## src/design/acu_pkg.sv

```systemverilog
package acu_pkg;

   // table geometry
   localparam int TABLE_INDEX_BITS = 8;
   localparam int TABLE_SIZE       = 1 << TABLE_INDEX_BITS;
   localparam int TABLE_LAST       = TABLE_SIZE - 1;

   // field widths
   localparam int MODE_W   = 3;
   localparam int SAMPLE_W = 16;
   localparam int ENTRY_W  = 8;
   localparam int WORD_W   = 12;
   localparam int SLOPE_W  = 12;
   localparam int SCALE_W  = 24;
   localparam int DIFF_W   = SAMPLE_W + 1;
   localparam int PROD_W   = DIFF_W + SCALE_W;
   localparam int POS_FRAC = 16;
   localparam int IND_W    = PROD_W - POS_FRAC;
   localparam int FRAC_W   = 11;
   localparam int MAG_W    = PROD_W - FRAC_W;

   // fixed-point constants
   localparam int Q_ONE        = 2048;
   localparam int LEAK_MAG_MAX = 32768;
   localparam logic signed [SAMPLE_W-1:0] SAMPLE_MAX = 16'sh7FFF;
   localparam logic signed [SAMPLE_W-1:0] SAMPLE_MIN = 16'sh8000;

   // cycles from an accepted item to its result strobe edge
   localparam int PIPE_LAT = 6;

   // activation modes; codes above MODE_PASS act as pass-through
   localparam logic [MODE_W-1:0] MODE_RELU    = 3'd0;
   localparam logic [MODE_W-1:0] MODE_LEAKY   = 3'd1;
   localparam logic [MODE_W-1:0] MODE_SIGMOID = 3'd2;
   localparam logic [MODE_W-1:0] MODE_TANH    = 3'd3;
   localparam logic [MODE_W-1:0] MODE_PASS    = 3'd4;

   // register map (word index)
   localparam int CSR_ADDR_W = 5;
   localparam logic [2:0] CSR_MODE        = 3'd0;
   localparam logic [2:0] CSR_LEAK_SLOPE  = 3'd1;
   localparam logic [2:0] CSR_RANGE_LOW   = 3'd2;
   localparam logic [2:0] CSR_RANGE_HIGH  = 3'd3;
   localparam logic [2:0] CSR_INDEX_SCALE = 3'd4;

   localparam logic [SLOPE_W-1:0]         LEAK_SLOPE_RST  = 12'd205;
   localparam logic signed [SAMPLE_W-1:0] RANGE_LOW_RST   = -16'sd16384;
   localparam logic signed [SAMPLE_W-1:0] RANGE_HIGH_RST  = 16'sd16384;
   localparam logic [SCALE_W-1:0]         INDEX_SCALE_RST = 24'd510;

   typedef struct packed {
      logic [MODE_W-1:0]          mode;
      logic [SLOPE_W-1:0]         leak_slope;
      logic signed [SAMPLE_W-1:0] range_low;
      logic signed [SAMPLE_W-1:0] range_high;
      logic [SCALE_W-1:0]         index_scale;
   } cfg_type;

   // per-item control that travels down the pipeline
   typedef struct packed {
      logic                       eval;
      logic [MODE_W-1:0]          mode;
      logic                       eob;
      logic signed [SAMPLE_W-1:0] x;
      logic                       below;
      logic                       above;
   } item_ctl_type;

   typedef struct packed {
      logic                        en;
      logic [TABLE_INDEX_BITS-1:0] addr;
      logic [WORD_W-1:0]           word;
   } tbl_wr_type;

endpackage

```

## src/design/acu_index.sv

```systemverilog
module acu_index import acu_pkg::*; (
   input  logic                       clock,
   input  logic                       reset,
   input  logic                       accept,
   input  logic                       req_opcode,
   input  logic signed [SAMPLE_W-1:0] req_sample,
   input  logic [ENTRY_W-1:0]         req_entry_index,
   input  logic [WORD_W-1:0]          req_entry_word,
   input  logic                       req_end_of_block,
   input  cfg_type                    cfg,
   output item_ctl_type               ctl,
   output logic [PROD_W-1:0]          prod,
   output tbl_wr_type                 tbl_wr
);

   // capture stage
   logic                       a_eval_ff;
   logic                       a_write_ff;
   logic [MODE_W-1:0]          a_mode_ff;
   logic signed [SAMPLE_W-1:0] a_x_ff;
   logic signed [SAMPLE_W-1:0] a_xe_ff;
   logic                       a_eob_ff;
   logic [TABLE_INDEX_BITS-1:0] a_addr_ff;
   logic [WORD_W-1:0]          a_word_ff;

   logic signed [SAMPLE_W-1:0] dbl;
   logic signed [SAMPLE_W-1:0] a_xe_in;
   logic [ENTRY_W+TABLE_INDEX_BITS-1:0] addr_ext;

   // compare stage
   item_ctl_type      b_ctl_ff;
   item_ctl_type      b_ctl_in;
   tbl_wr_type        b_wr_ff;
   logic [DIFF_W-1:0] b_opa_ff;
   logic [SCALE_W-1:0] b_opb_ff;
   logic [DIFF_W-1:0] diff;
   logic [DIFF_W-1:0] negx;
   logic              use_leak;

   // multiply stage
   item_ctl_type      c_ctl_ff;
   tbl_wr_type        c_wr_ff;
   logic [PROD_W-1:0] c_prod_ff;

   // double the sample with saturation for tanh
   always_comb begin
      if (req_sample[SAMPLE_W-1] != req_sample[SAMPLE_W-2]) begin
         dbl = req_sample[SAMPLE_W-1] ? SAMPLE_MIN : SAMPLE_MAX;
      end else begin
         dbl = {req_sample[SAMPLE_W-2:0], 1'b0};
      end
      a_xe_in  = (cfg.mode == MODE_TANH) ? dbl : req_sample;
      addr_ext = {{TABLE_INDEX_BITS{1'b0}}, req_entry_index};
   end

   always_ff @(posedge clock) begin
      if (reset) begin
         a_eval_ff  <= 1'b0;
         a_write_ff <= 1'b0;
      end else begin
         a_eval_ff  <= accept && !req_opcode;
         a_write_ff <= accept && req_opcode;
      end
      a_mode_ff <= cfg.mode;
      a_x_ff    <= req_sample;
      a_xe_ff   <= a_xe_in;
      a_eob_ff  <= req_end_of_block;
      a_addr_ff <= addr_ext[TABLE_INDEX_BITS-1:0];
      a_word_ff <= req_entry_word;
   end

   // bound checks and multiplier operand select
   always_comb begin
      diff = {a_xe_ff[SAMPLE_W-1], a_xe_ff} - {cfg.range_low[SAMPLE_W-1], cfg.range_low};
      negx = DIFF_W'(0) - {a_x_ff[SAMPLE_W-1], a_x_ff};
      use_leak = (a_mode_ff == MODE_LEAKY);
      b_ctl_in.eval  = a_eval_ff;
      b_ctl_in.mode  = a_mode_ff;
      b_ctl_in.eob   = a_eob_ff;
      b_ctl_in.x     = a_x_ff;
      b_ctl_in.below = $signed(a_xe_ff) < $signed(cfg.range_low);
      b_ctl_in.above = $signed(a_xe_ff) >= $signed(cfg.range_high);
   end

   always_ff @(posedge clock) begin
      if (reset) begin
         b_ctl_ff.eval <= 1'b0;
         b_wr_ff.en    <= 1'b0;
      end else begin
         b_ctl_ff   <= b_ctl_in;
         b_wr_ff.en <= a_write_ff;
      end
      b_wr_ff.addr <= a_addr_ff;
      b_wr_ff.word <= a_word_ff;
      b_opa_ff     <= use_leak ? negx : diff;
      b_opb_ff     <= use_leak ? {{(SCALE_W-SLOPE_W){1'b0}}, cfg.leak_slope}
                               : cfg.index_scale;
   end

   // one shared multiplier: table position or leaky magnitude
   always_ff @(posedge clock) begin
      if (reset) begin
         c_ctl_ff.eval <= 1'b0;
         c_wr_ff.en    <= 1'b0;
      end else begin
         c_ctl_ff <= b_ctl_ff;
         c_wr_ff  <= b_wr_ff;
      end
      c_prod_ff <= PROD_W'(b_opa_ff) * PROD_W'(b_opb_ff);
   end

   assign ctl    = c_ctl_ff;
   assign prod   = c_prod_ff;
   assign tbl_wr = c_wr_ff;

endmodule

```

## config.mk

```make
export PLATFORM = sky130hd
export DESIGN_NAME = acu_index
export DESIGN_NICKNAME = d
export VERILOG_FILES = /design/src/design/acu_pkg.sv /design/src/design/acu_index.sv
export SDC_FILE = /design/constraint.sdc
export NUM_CORES = 1
export LEC_CHECK = 0
export ABC_AREA = 1
export BUFFER_PORTS_ARGS = -buffer_cell sky130_fd_sc_hd__buf_2
export CAP_MARGIN = 25
export CORE_MARGIN = 2
export CORE_UTILIZATION = 60
export CTS_CLUSTER_DIAMETER = 150
export DETAILED_ROUTE_END_ITERATION = 8
export PLACE_DENSITY = 0.8
export SLEW_MARGIN = 10
export SYNTH_ARGS = -nofsm -noshare
export SYNTH_HDL_FRONTEND = slang
export SYNTH_SLANG_ARGS = --single-unit
export TNS_END_PERCENT = 20
```

## constraint.sdc

```tcl
create_clock -name clock -period 7.4 [get_ports clock]
set_clock_uncertainty 0.2 [all_clocks]
set_input_delay 1.85 -clock clock [delete_from_list [all_inputs] [get_ports clock]]
set_output_delay 1.85 -clock clock [all_outputs]
set_load 0.005 [all_outputs]
```

==> results.toml <==
[outcome]
status = "finished, final reports clean"

[synth]
synthTopCellsByArea = "fa_1, dfxtp_1, inv_1"
yosys.area_share.adder = 0.389
yosysWarnings = 0
synth_compound_area_frac = 0.0356
synth_ff_type = "dfxtp_1"
yosysTopAreaCellShare = 0.302
yosysTopAreaCell = "fa_1"
syn-num-nets = 3300
synthMostInstantiatedCell = "inv_1"
synth_simple_gate_area_frac = 0.176
synthArstFlopShare = 0
yosysUniqueCellTypes = 35
synth_xor_area_frac = 0.0112
syn_area_um2 = 21800
postSynthAreaPerCell_um2 = 8.07
netlist_top_cells_count = "inv_1, nand2_1, fa_1"
syn_inst = 2706
synth-edff-count = 64
muxShareOfSynthArea = 0.000515
seq_area_frac_synth = 0.238
synth_top_family_by_area = "adder cells"
ys_ff_latch = 228

[grt]
grt_antenna_before_repair = 0
grt_pass1_wl_um = 91300
grt_pass1_vias = 18700
grt-ovfl-total = 0
grt_max_degree = 66
grt_usage = 0.304

[floorplan]
rows = 69
start_util = 0.611
core_area_um2 = 35700
die_x_um = 195
dieArea_um2 = 38000
fp.dieH_um = 195
ios = 197

[routing]
viasPerCell = 5.17
via_count = 17200
drtAntennaViolNets = 0
postRouteWirelength_um = 54700
route.detailed.drc = 0
detail_route.wl_per_cell_um = 16.4
drt_iter0_markers = 1059
dr.pass1.iters = 6

[sta]
max_slew_margin = 0.287
final-hold-violation-count = 0
setup_viol = 0
drv_slew = 0
fin_setup_tns_ns = 0
hold_slack_ns = 0.125
fmax_ghz = 0.152
rsz0062_at_grt = "no"
min_period_ns = 6.60
tightest_slew_ns = 1.07
fin_crit_sh = 0.892

[finish]
fillers = 2899
nets = 3443
finalInstanceArea_um2 = 24100
diodes = 0
drive_above_1_share = 0.101
syn2layout_area_growth_pct = 10.2

[cts]
cts_num_sinks = 228
cts_made_buffers = 26
clk_pin_slew_ns = 0.06
clock_latency_ns = 0.56
post_cts_buffers = 0
cts_tree = "built"
cts_root_buffer = "clkbuf_16"
cts_buffer_depth = 3
htreeDepth = 1
ctsResizeCount = 0
cts_hold_buf = 0

[placement]
gp_congestion = 0.911
hpwl_um = 44000
dpl_cell_area_um2 = 23200
port_buffers = 196

[min_path]
hold_depth = 0
hold_path_class = "reg -> reg"
holdCritStartpoint = "a_word_ff[11]$_DFF_P_"
min_to = "b_wr_ff[11]$_DFF_P_"

[run]
drv_cap = 0

[critical_path]
end_kind = "flip-flop"
worstReg2RegStart = "b_opa_ff[2]$_DFF_P_"
r2r.worst_path.cells = 22
cp.arrival_ns = 6.85
r2r_setup_slack_ns = 0.80
rr_endpoint = "prod[39]$_DFF_P_"
path_class = "reg -> reg"
crit_required_ns = 7.65
start_kind = "flip-flop"
critPathMaxFanout = 24
-- placed cells by master, fill, tap and decap left out, drive strengths merged, types with 22 or more instances in the layout --
| master | netlist | routed |
|---|---|---|
| ha | 152 | 152 |
| fa | 330 | 330 |
| buf | 0 | 208 |
| edfxtp | 64 | 64 |
| clkbuf | 93 | 33 |
| nand3 | 61 | 61 |
| a21oi | 64 | 64 |
| dfxtp | 164 | 164 |
| nor2 | 86 | 86 |
| o21ai | 71 | 71 |
| nand2 | 773 | 773 |
| xor2 | 22 | 22 |
| inv | 775 | 780 |
-- flip-flops by register name, summed over array words and instances (netlist names), 12 cells and up --
name       cells
ctl           23
tbl_wr        21
b_ctl_ff      23
prod          41
b_opa_ff      17
a_xe_ff       16
b_opb_ff      24
a_x_ff        16
b_wr_ff       21
a_word_ff     12
-- final cells by class --
cell class	count	area, um^2	area share
sequential	228	5200	0.216
tap	461	577	0.0240
clock inverter	15	141	0.00588
clock buffer	33	728	0.0303
timing repair buffer	208	1120	0.0466
inverter	775	2910	0.121
multi-input combinational	1610	13400	0.556
-- metal layers --
| layer | wire length [um] | up-vias | GRT usage | share of wire |
|---|---|---|---|---|
| li1 | - | 8061 | - | - |
| met1 | 21000 | 8294 | 0.365 | 0.38 |
| met2 | 27300 | 677 | 0.538 | 0.50 |
| met3 | 3920 | 170 | 0.0574 | 0.072 |
| met4 | 2430 | 0 | 0.129 | 0.044 |
| met5 | 0 | - | 0 | 0 |
-- stage by stage --
step | worst slack [ns] | cells | utilization
floorplan | 1.89 | 2706 | -
global placement | 0.928 | 3278 | 0.647
detailed placement | 0.808 | 3280 | 0.648
CTS | 0.775 | 3328 | 0.673
global route | 0.546 | 3330 | 0.673
finish | 0.802 | 3330 | 0.673
-- cell families after synthesis --
kind of cell             after synthesis
adder cells (fa/ha/maj)              482
XOR/XNOR                              28
buffers and inverters                868
flip-flops                           228
AO/OA/AOI/OAI                        149
AND/OR/NAND/NOR                      950
multiplexers                           1
-- worst max-delay path, stage by stage, from the launching register on --
cell	delay, ns
dfxtp_1	0.96
nand2_1	0.19
fa_1	0.58
inv_1	0.06
fa_1	0.55
inv_1	0.06
fa_1	0.50
inv_1	0.06
fa_1	0.49
fa_1	0.49
inv_1	0.05
fa_1	0.47
inv_1	0.04
ha_1	0.35
nand2_1	0.17
inv_1	0.11
nand2_1	0.13
nor2_2	0.28
nand4_1	0.27
nand3_2	0.21
nand2_1	0.11
nand3_1	0.08
nand2_1	0.06
-- how the worst max path moves through the flow --
stage	from	end	slack, ns	cells after the start
after floorplan	b_opb_ff[14]$_SDFF_PP0_	prod[38]$_DFF_P_	1.89	25
after global placement	b_opa_ff[8]$_DFF_P_	prod[39]$_DFF_P_	0.93	22
after detailed placement	b_opa_ff[8]$_DFF_P_	prod[39]$_DFF_P_	0.81	22
after CTS	b_opa_ff[8]$_DFF_P_	prod[39]$_DFF_P_	0.77	22
after global routing	b_opa_ff[2]$_DFF_P_	prod[31]$_DFF_P_	0.55	22
final	b_opa_ff[2]$_DFF_P_	prod[39]$_DFF_P_	0.80	22
Power is not shown: default switching activity piles up to over one toggle a cycle in this logic, so the estimate is an artifact.
