File: config.mk
export PLATFORM = sky130hd
export DESIGN_NAME = acu_blend
export DESIGN_NICKNAME = d
export VERILOG_FILES = /design/src/design/acu_pkg.sv /design/src/design/acu_blend.sv
export SDC_FILE = /design/constraint.sdc
export NUM_CORES = 1
export LEC_CHECK = 0
export ABC_AREA = 1
export BUFFER_PORTS_ARGS = -buffer_cell sky130_fd_sc_hd__buf_2
export CAP_MARGIN = 20
export CORE_ASPECT_RATIO = 0.7
export CORE_MARGIN = 2
export CORE_UTILIZATION = 30
export CTS_CLUSTER_SIZE = 10
export DETAILED_ROUTE_END_ITERATION = 7
export SETUP_SLACK_MARGIN = 0.5
export SLEW_MARGIN = 20
export SYNTH_ARGS = -nofsm -noshare
export SYNTH_HDL_FRONTEND = slang
export SYNTH_SLANG_ARGS = --single-unit
File: constraint.sdc
create_clock -name clock -period 16.8 [get_ports clock]
set_clock_uncertainty 0.1 [all_clocks]
set_input_delay 0.84 -clock clock [delete_from_list [all_inputs] [get_ports clock]]
set_output_delay 0.84 -clock clock [all_outputs]
set_load 0.1 [all_outputs]
File: src/design/acu_pkg.sv
package acu_pkg;

   // table geometry
   localparam int TABLE_INDEX_BITS = 8;
   localparam int TABLE_SIZE       = 1 << TABLE_INDEX_BITS;
   localparam int TABLE_LAST       = TABLE_SIZE - 1;

   // field widths
   localparam int MODE_W   = 3;
   localparam int SAMPLE_W = 16;
   localparam int ENTRY_W  = 8;
   localparam int WORD_W   = 12;
   localparam int SLOPE_W  = 12;
   localparam int SCALE_W  = 24;
   localparam int DIFF_W   = SAMPLE_W + 1;
   localparam int PROD_W   = DIFF_W + SCALE_W;
   localparam int POS_FRAC = 16;
   localparam int IND_W    = PROD_W - POS_FRAC;
   localparam int FRAC_W   = 11;
   localparam int MAG_W    = PROD_W - FRAC_W;

   // fixed-point constants
   localparam int Q_ONE        = 2048;
   localparam int LEAK_MAG_MAX = 32768;
   localparam logic signed [SAMPLE_W-1:0] SAMPLE_MAX = 16'sh7FFF;
   localparam logic signed [SAMPLE_W-1:0] SAMPLE_MIN = 16'sh8000;

   // cycles from an accepted item to its result strobe edge
   localparam int PIPE_LAT = 6;

   // activation modes; codes above MODE_PASS act as pass-through
   localparam logic [MODE_W-1:0] MODE_RELU    = 3'd0;
   localparam logic [MODE_W-1:0] MODE_LEAKY   = 3'd1;
   localparam logic [MODE_W-1:0] MODE_SIGMOID = 3'd2;
   localparam logic [MODE_W-1:0] MODE_TANH    = 3'd3;
   localparam logic [MODE_W-1:0] MODE_PASS    = 3'd4;

   // register map (word index)
   localparam int CSR_ADDR_W = 5;
   localparam logic [2:0] CSR_MODE        = 3'd0;
   localparam logic [2:0] CSR_LEAK_SLOPE  = 3'd1;
   localparam logic [2:0] CSR_RANGE_LOW   = 3'd2;
   localparam logic [2:0] CSR_RANGE_HIGH  = 3'd3;
   localparam logic [2:0] CSR_INDEX_SCALE = 3'd4;

   localparam logic [SLOPE_W-1:0]         LEAK_SLOPE_RST  = 12'd205;
   localparam logic signed [SAMPLE_W-1:0] RANGE_LOW_RST   = -16'sd16384;
   localparam logic signed [SAMPLE_W-1:0] RANGE_HIGH_RST  = 16'sd16384;
   localparam logic [SCALE_W-1:0]         INDEX_SCALE_RST = 24'd510;

   typedef struct packed {
      logic [MODE_W-1:0]          mode;
      logic [SLOPE_W-1:0]         leak_slope;
      logic signed [SAMPLE_W-1:0] range_low;
      logic signed [SAMPLE_W-1:0] range_high;
      logic [SCALE_W-1:0]         index_scale;
   } cfg_type;

   // per-item control that travels down the pipeline
   typedef struct packed {
      logic                       eval;
      logic [MODE_W-1:0]          mode;
      logic                       eob;
      logic signed [SAMPLE_W-1:0] x;
      logic                       below;
      logic                       above;
   } item_ctl_type;

   typedef struct packed {
      logic                        en;
      logic [TABLE_INDEX_BITS-1:0] addr;
      logic [WORD_W-1:0]           word;
   } tbl_wr_type;

endpackage

File: src/design/acu_blend.sv
module acu_blend import acu_pkg::*; (
   input  logic                        clock,
   input  logic                        reset,
   input  item_ctl_type                ctl,
   input  logic [PROD_W-1:0]           prod,
   output logic [TABLE_INDEX_BITS-1:0] rd_addr_a,
   output logic [TABLE_INDEX_BITS-1:0] rd_addr_b,
   input  logic [WORD_W-1:0]           rd_data_a,
   input  logic [WORD_W-1:0]           rd_data_b,
   output logic                        rsp_valid,
   output logic signed [SAMPLE_W-1:0]  rsp_activation,
   output logic                        rsp_end_of_block_out
);

   logic [IND_W-1:0]           ind;
   logic                       ind_sat;
   logic [FRAC_W-1:0]          frac_in;
   logic [MAG_W-1:0]           mag;
   logic [DIFF_W-1:0]          neg_mag;
   logic signed [SAMPLE_W-1:0] leak_in;

   item_ctl_type               d_ctl_ff;
   logic [FRAC_W-1:0]          d_frac_ff;
   logic signed [SAMPLE_W-1:0] d_leak_ff;

   logic signed [WORD_W:0]     delta;
   logic signed [WORD_W+FRAC_W+1:0] step;
   logic signed [WORD_W+FRAC_W+2:0] acc;

   item_ctl_type               e_ctl_ff;
   logic signed [SAMPLE_W-1:0] e_leak_ff;
   logic [WORD_W-1:0]          e_interp_ff;

   logic [WORD_W:0]            sig;
   logic [SAMPLE_W-1:0]        tanh_val;
   logic signed [SAMPLE_W-1:0] act_in;

   logic                       rsp_valid_ff;
   logic signed [SAMPLE_W-1:0] rsp_act_ff;
   logic                       rsp_eob_ff;

   // table index with clamp at the last entry, fraction, leaky magnitude
   always_comb begin
      ind     = prod[PROD_W-1:POS_FRAC];
      ind_sat = ind >= IND_W'(TABLE_LAST);
      if (ind_sat) begin
         rd_addr_a = TABLE_INDEX_BITS'(TABLE_LAST);
         rd_addr_b = TABLE_INDEX_BITS'(TABLE_LAST);
         frac_in   = '0;
      end else begin
         rd_addr_a = ind[TABLE_INDEX_BITS-1:0];
         rd_addr_b = ind[TABLE_INDEX_BITS-1:0] + TABLE_INDEX_BITS'(1);
         frac_in   = prod[POS_FRAC-1:POS_FRAC-FRAC_W];
      end
      mag     = prod[PROD_W-1:FRAC_W];
      neg_mag = DIFF_W'(0) - mag[DIFF_W-1:0];
      leak_in = (mag > MAG_W'(LEAK_MAG_MAX)) ? SAMPLE_MIN : neg_mag[SAMPLE_W-1:0];
   end

   // hold item while the table words are read
   always_ff @(posedge clock) begin
      if (reset) begin
         d_ctl_ff.eval <= 1'b0;
      end else begin
         d_ctl_ff <= ctl;
      end
      d_frac_ff <= frac_in;
      d_leak_ff <= leak_in;
   end

   // blend adjacent entries: a + (b - a) * f, scaled by one
   always_comb begin
      delta = $signed({1'b0, rd_data_b}) - $signed({1'b0, rd_data_a});
      step  = delta * $signed({1'b0, d_frac_ff});
      acc   = $signed({2'b00, rd_data_a, {FRAC_W{1'b0}}}) + {step[WORD_W+FRAC_W+1], step};
   end

   always_ff @(posedge clock) begin
      if (reset) begin
         e_ctl_ff.eval <= 1'b0;
      end else begin
         e_ctl_ff <= d_ctl_ff;
      end
      e_leak_ff   <= d_leak_ff;
      e_interp_ff <= acc[WORD_W+FRAC_W-1:FRAC_W];
   end

   // pick the function for the item's mode
   always_comb begin
      if (e_ctl_ff.below) begin
         sig = '0;
      end else if (e_ctl_ff.above) begin
         sig = (WORD_W+1)'(Q_ONE);
      end else begin
         sig = {1'b0, e_interp_ff};
      end
      tanh_val = {2'b00, sig, 1'b0} - SAMPLE_W'(Q_ONE);
      unique case (e_ctl_ff.mode)
         MODE_RELU: begin
            act_in = e_ctl_ff.x[SAMPLE_W-1] ? '0 : e_ctl_ff.x;
         end
         MODE_LEAKY: begin
            act_in = e_ctl_ff.x[SAMPLE_W-1] ? e_leak_ff : e_ctl_ff.x;
         end
         MODE_SIGMOID: begin
            act_in = {{(SAMPLE_W-WORD_W-1){1'b0}}, sig};
         end
         MODE_TANH: begin
            act_in = tanh_val;
         end
         default: begin
            act_in = e_ctl_ff.x;
         end
      endcase
   end

   always_ff @(posedge clock) begin
      if (reset) begin
         rsp_valid_ff <= 1'b0;
      end else begin
         rsp_valid_ff <= e_ctl_ff.eval;
      end
      rsp_act_ff <= act_in;
      rsp_eob_ff <= e_ctl_ff.eob;
   end

   assign rsp_valid            = rsp_valid_ff;
   assign rsp_activation       = rsp_act_ff;
   assign rsp_end_of_block_out = rsp_eob_ff;

endmodule

==> reports/qor.csv, run 1 <==
stage,metric,value,unit
global_routing,grt_use_total,0.147,
layout,nNetsFinal,1646,
synthesis,yosysUniqueCellTypes,46,
cts,cts_buffers,17,
routing,via_count,8218,
cts,cts_max_path_buffers,2,
synthesis,synth_xor_area_frac,0.0315,
global_routing,grt-ovfl-total,0,
layout,diodes,0,
global_routing,grt_pass1_vias,8536,
layout,syn_to_final_growth,16.1,%
routing,drcViolationCount,0,
cts,clock_sinks,119,
routing,dr_wl_met2,11300,um
cts,holdBufCountCts,0,
die,die_w,228,um
sta,fin_crit,6840,ps
synthesis,synth-simple-area-share,0.186,
die,die_h,161,um
job,cap_violations,0,
synthesis,yosys.area.top_type,fa_1,
placement,pre_cts_slack,9490,ps
synthesis,synth_fa_ha_area_frac,0.343,
global_routing,grt_max_degree,45,
sta,setup_tns,0,ps
worst_setup_path,path_max_fanout,11,
pwr,p_leak,6.02,nW
pwr,power_density,65.7,nW/um2
worst_setup_path,rr_worst_depth,19,
min_path,holdCritPathClass,flop to flop,
sta,finalHoldViolCount,0,
worst_setup_path,cp-endpoint,e_interp_ff[11],
worst_setup_path,cp_data_required_time,17010,ps
min_path,hp-start,d_leak_ff[11],
sta,tightest_slew,913,ps
sta,clock.fmax,0.146,GHz
synthesis,synth_seq_cells,119,
sta,finalWorstSetupSlack,9960,ps
die,row_count,57,
worst_setup_path,worstSetupPathType,input pin to flop,
routing,dr.pass1.iters,5,
global_routing,antenna_found_initial,2,
cts,cts_tree,built,
worst_setup_path,rr_endpoint,e_interp_ff[11],
cts,htreeDepth,4,
sta,rsz0062_at_grt,no,
sta,setup_violations,0,
sta,fin_crit_sh,0.407,
layout,drive_gt1_frac,0.141,
synthesis,syn_area_per_cell,8.57,um2
routing,ant_nets,0,
sta,drv_slew,0,
die,start_util,0.304,
cts,clk_pin_slew,60,ps
synthesis,syn_inst,1230,
synthesis,syn_nets,1527,
run_status,run_status,finished clean,
placement,gp_congestion,0.881,
cts,insertion_delay,410,ps
layout,layout_commonest_cell,inv_1,
routing,first_iter_violations,497,
synthesis,synth-seq-area-share,0.268,
sta,slew_headroom,0.387,
placement,numPortBuffers,118,
cts,post_cts_buffers,0,
cts,cts_resized,0,
synthesis,synth_edf_count,44,
synthesis,synth_top_family_by_area,adder cells,
routing,top_layer,met5,
routing,wl,25400,um
worst_setup_path,cp-end-kind,flop,
synthesis,ys_async_sr_fraction,0,
worst_setup_path,cp.arrival,7050,ps
cts,cts_root_buf,clkbuf_16,
die,ios,124,
worst_setup_path,reg2reg_from,d_frac_ff[0],
routing,avgViaCountPerCell,4.48,
layout,fillers,3658,
die,die-area,36700,um2
routing,wl_met3,1430,um
placement,dp.final_hpwl,21700,um
synthesis,synth_ff_type,dfxtp_1,
synthesis,ys_warn_count,0,
synthesis,muxShareOfSynthArea,0,
routing,m1WireLength,12300,um
global_routing,grt_pass1_wl,43100,um
worst_setup_path,critPathLaunchType,input pin,
layout,mostFrequentLayoutCells,"317 x inv_1, 178 x nand2_1, 144 x nor2_1",
synthesis,synth_area,10500,um2
routing,wire_per_inst,13.9,um
die,core,34700,um2
sta,whs,228,ps
worst_setup_path,rrSetupSlack,11270,ps
synthesis,yosysTopAreaCellShare,0.258,
pwr,vdd_drop_max,0.0000644,V
worst_setup_path,critPathLaunch,rd_data_a[0],
synthesis,synth-compound-area-share,0.0483,
synthesis,synthTopCellsByArea,"fa_1 26%, dfxtp_1 14%, edfxtp_1 13%",
cell usage after synthesis (all sizes together), types with 2 or more instances:
library cell / instances
inv: 320
nand2: 182
nor2: 159
fa: 136
dfxtp: 75
ha: 71
nand3: 51
edfxtp: 44
xor2: 27
a21oi: 25
nor3: 20
or2: 15
a31oi: 14
nand4: 13
o21ai: 13
o221ai: 12
clkbuf: 11
xnor2: 10
buf: 8
nor4: 5
o211ai: 4
a21o: 3
o21bai: 3
clkinv: 2
nand3b: 2
where the power goes:
part | internal, mW | switching (mW)
combinational | 0.0346 | 0.102
clock | 0.198 | 0.150
sequential | 0.314 | 0.00466
total | 0.547 | 0.257
worst max-delay path: stages:
cell     delay [ps]
buf_2           110
ha_1            230
fa_1            430
o21ai_2         280
nand3_1         100
nand3_1         380
nor2_1          220
fa_1            950
fa_1            560
fa_1            520
fa_1            500
inv_1            50
fa_1            530
inv_1            40
ha_1            380
nand2_1         130
nor2_1          150
inv_1            70
nor2_1          150
nand4_1         110
nand3_1         150
inv_1            50
nand2_1          60
nand2_1          40
metal layers:
metal,GRT usage,vias to the layer above
met1,0.206,3998
met5,0,-
met2,0.231,215
li1,-,3980
met3,0.0362,21
met4,0.0300,4
worst min-delay path by stage:
stage                               end  slack (ps)  cells after the start
final                     e_leak_ff[11]         230                      0
after global routing       e_leak_ff[9]         230                      0
after CTS                 e_leak_ff[11]         230                      0
after detailed placement   e_leak_ff[9]         220                      0
after global placement    e_leak_ff[15]         210                      0
after floorplan            e_leak_ff[0]         210                      0
per-stage QoR:
stage,std cells,utilization,power (mW),area [um2]
after floorplan,1230,-,0.416,10500
after global placement,1802,0.336,0.459,11600
after detailed placement,1802,0.336,0.460,11600
after CTS,1834,0.352,0.812,12200
after global routing,1834,0.353,0.837,12200
final,1834,0.353,0.804,12200
registers in the layout, summed over array words and instances, names as in the netlist:
register / cells
e_leak_ff: 16
e_interp_ff: 12
e_ctl_ff: 23
d_leak_ff: 16
d_ctl_ff: 23
rsp_activation: 16
d_frac_ff: 11
rsp_valid: 1
rsp_end_of_block_out: 1
cells by family after synthesis:
group | Yosys count
AO/OA/AOI/OAI | 78
AND/OR/NAND/NOR | 448
XOR/XNOR | 37
flip-flops | 119
adder cells (fa/ha/maj) | 207
buffers and inverters | 341
area by class of cell:
cell class	instances	area [um2]	area share
clock buffer	17	425	0.0348
clock inverter	15	158	0.0129
tap	472	591	0.0483
timing repair buffer	119	598	0.0489
multi-input combinational	770	6430	0.526
inverter	322	1210	0.0988
sequential	119	2820	0.231
(Power assumes the default switching activity.)
==> inputs of run 2 (changes only) <==
==> constraint.sdc (replaced) <==
create_clock -name clock -period 7.1 [get_ports clock]
set_clock_uncertainty 0.1 [all_clocks]
set_input_delay 0.355 -clock clock [delete_from_list [all_inputs] [get_ports clock]]
set_output_delay 0.355 -clock clock [all_outputs]
set_load 0.1 [all_outputs]
==> run 2 against run 1 <==
Final area grew 1.8%. Worst setup slack lost 9100 ps. Register-to-register slack lost 9600 ps. Die area is the same. Worst hold slack lost 200 ps. Clock-buffer cell count is the same. Routed wire length grew 0.38%. Total power grew 140%. Via count grew 0.24%. Non-clock buffer count grew 23. Critical path depth grew 3. Sequential share of layout area shrank 0.42 points. Critical path type unchanged. Highest routed layer unchanged.
==> reports/qor.csv, run 2 (synthesis results as in run 1) <==
stage,metric,value,unit
worst_setup_path,cp.arrival,6400,ps
run_status,run_status,finished clean,
die,die_w,228,um
layout,multi_input_area,6420,um2
layout,final_area,12500,um2
die,row_count,57,
die,die_h,161,um
global_routing,antenna_found_initial,3,
layout,drive_gt1_frac,0.141,
worst_setup_path,slowest_delay,860,ps
sta,drv_slew,0,
placement,placed_cell_area,11700,um2
routing,dr.pass1.iters,6,
layout,layout_commonest_cell,inv_1,
placement,gp_congestion,0.908,
worst_setup_path,cpMaxStageDelayCell,xnor2_1,
cts,cts_root_buf,clkbuf_16,
layout,fillers,3600,
global_routing,grt_use_total,0.146,
layout,mostFrequentLayoutCells,"317 x inv_1, 178 x nand2_1, 144 x nor2_1",
layout,syn_to_final_growth,18.2,%
worst_setup_path,worstSetupPathType,input pin to flop,
worst_setup_path,critPathLaunch,rd_data_a[3],
pwr,vdd_drop_max,0.000159,V
global_routing,grt_pass1_wl,42800,um
global_routing,grt-ovfl-total,0,
sta,clock.fmax,0.161,GHz
layout,reg_top3,"d_ctl_ff x23, e_ctl_ff x23",
routing,via_count,8238,
job,cap_violations,0,
global_routing,grt_pass1_vias,8499,
placement,dp.cells,1807,
sta,rsz0062_at_grt,no,
global_routing,grt_max_degree,45,
cts,cts_tree,built,
placement,numPortBuffers,118,
layout,fin_util,0.360,
layout,nNetsFinal,1669,
worst_setup_path,reg2reg_from,d_frac_ff[3],
cts,cts_buffers,17,
die,start_util,0.304,
routing,avgViaCountPerCell,4.43,
worst_setup_path,cp-end-kind,flop,
routing,wl,25500,um
sta,setup_violations,0,
layout,instances_no_fill,1858,
sta,tightest_slew,1090,ps
placement,dp.final_hpwl,21600,um
pwr,finalPower,1.95,mW
cts,post_cts_buffers,0,
cts,htreeDepth,4,
cts,clock_sinks,119,
routing,drcViolationCount,0,
worst_setup_path,path_max_fanout,11,
sta,fin_crit_sh,0.873,
routing,ant_nets,0,
cts,holdBufCountCts,10,
die,ios,124,
cts,insertion_delay,420,ps
pwr,p_leak,6.13,nW
cts,cts_resized,0,
routing,wire_per_inst,13.7,um
sta,finalHoldViolCount,0,
sta,fin_crit,6200,ps
cts,clk_pin_slew,60,ps
min_path,holdCritPathClass,input pin to flop,
worst_setup_path,critPathLaunchType,input pin,
layout,register_area,2820,um2
die,core,34700,um2
routing,first_iter_violations,443,
pwr,power_density,157,nW/um2
sta,slew_headroom,0.271,
min_path,hp-start,ctl[4],
worst_setup_path,cp_data_required_time,7310,ps
cts,cts_max_path_buffers,2,
sta,setup_tns,0,ps
worst_setup_path,crit_top_cell,nand2_1,
die,die-area,36700,um2
[run 2: final timing paths]
kind,slack (ps),cells after the start,to
setup / recovery,900,27,e_interp_ff[11]
hold / removal,20,1,d_ctl_ff[4]
setup reg to reg,1630,21,e_interp_ff[11]
hold reg to reg,230,0,e_leak_ff[10]
[run 2: final cells by class]
class | count | share of cell area
Multi-Input combinational cell | 770 | 0.515
Clock buffer | 17 | 0.0341
Sequential cell | 119 | 0.227
Clock inverter | 15 | 0.0143
Tap cell | 472 | 0.0474
Antenna cell | 1 | 0.000201
Inverter | 322 | 0.0970
Timing Repair Buffer | 142 | 0.0655
[run 2: where the power goes]
part	internal [mW]	switching [mW]	total [mW]
Sequential	0.743	0.0109	0.754
Combinational	0.0912	0.242	0.333
Clock	0.505	0.359	0.864
[run 2: routing by layer]
metal	global-route usage	wire, um	vias to the layer above
met5	0	14	-
met4	0.0354	453	4
met3	0.0336	1560	30
met2	0.228	11200	223
met1	0.206	12300	3967
li1	-	-	4014
[run 2: critical path, delay by kind of cell]
kind | cells | cell delay, ps
AO/OA/AOI/OAI | 2 | 300
buffers and inverters | 6 | 380
XOR/XNOR | 1 | 860
AND/OR/NAND/NOR | 11 | 1240
adder cells (fa/ha/maj) | 7 | 3280
[run 2: metrics by stage]
| step | setup slack, ps | hold WS, ps |
|---|---|---|
| 2_1_floorplan | 1290 | 210 |
| 3_3_place_gp | 512 | 216 |
| 3_5_place_dp | 487 | 214 |
| 4_1_cts | 884 | 1.02 |
| 5_1_grt | 515 | 1.75 |
| 6_report | 904 | 24.2 |
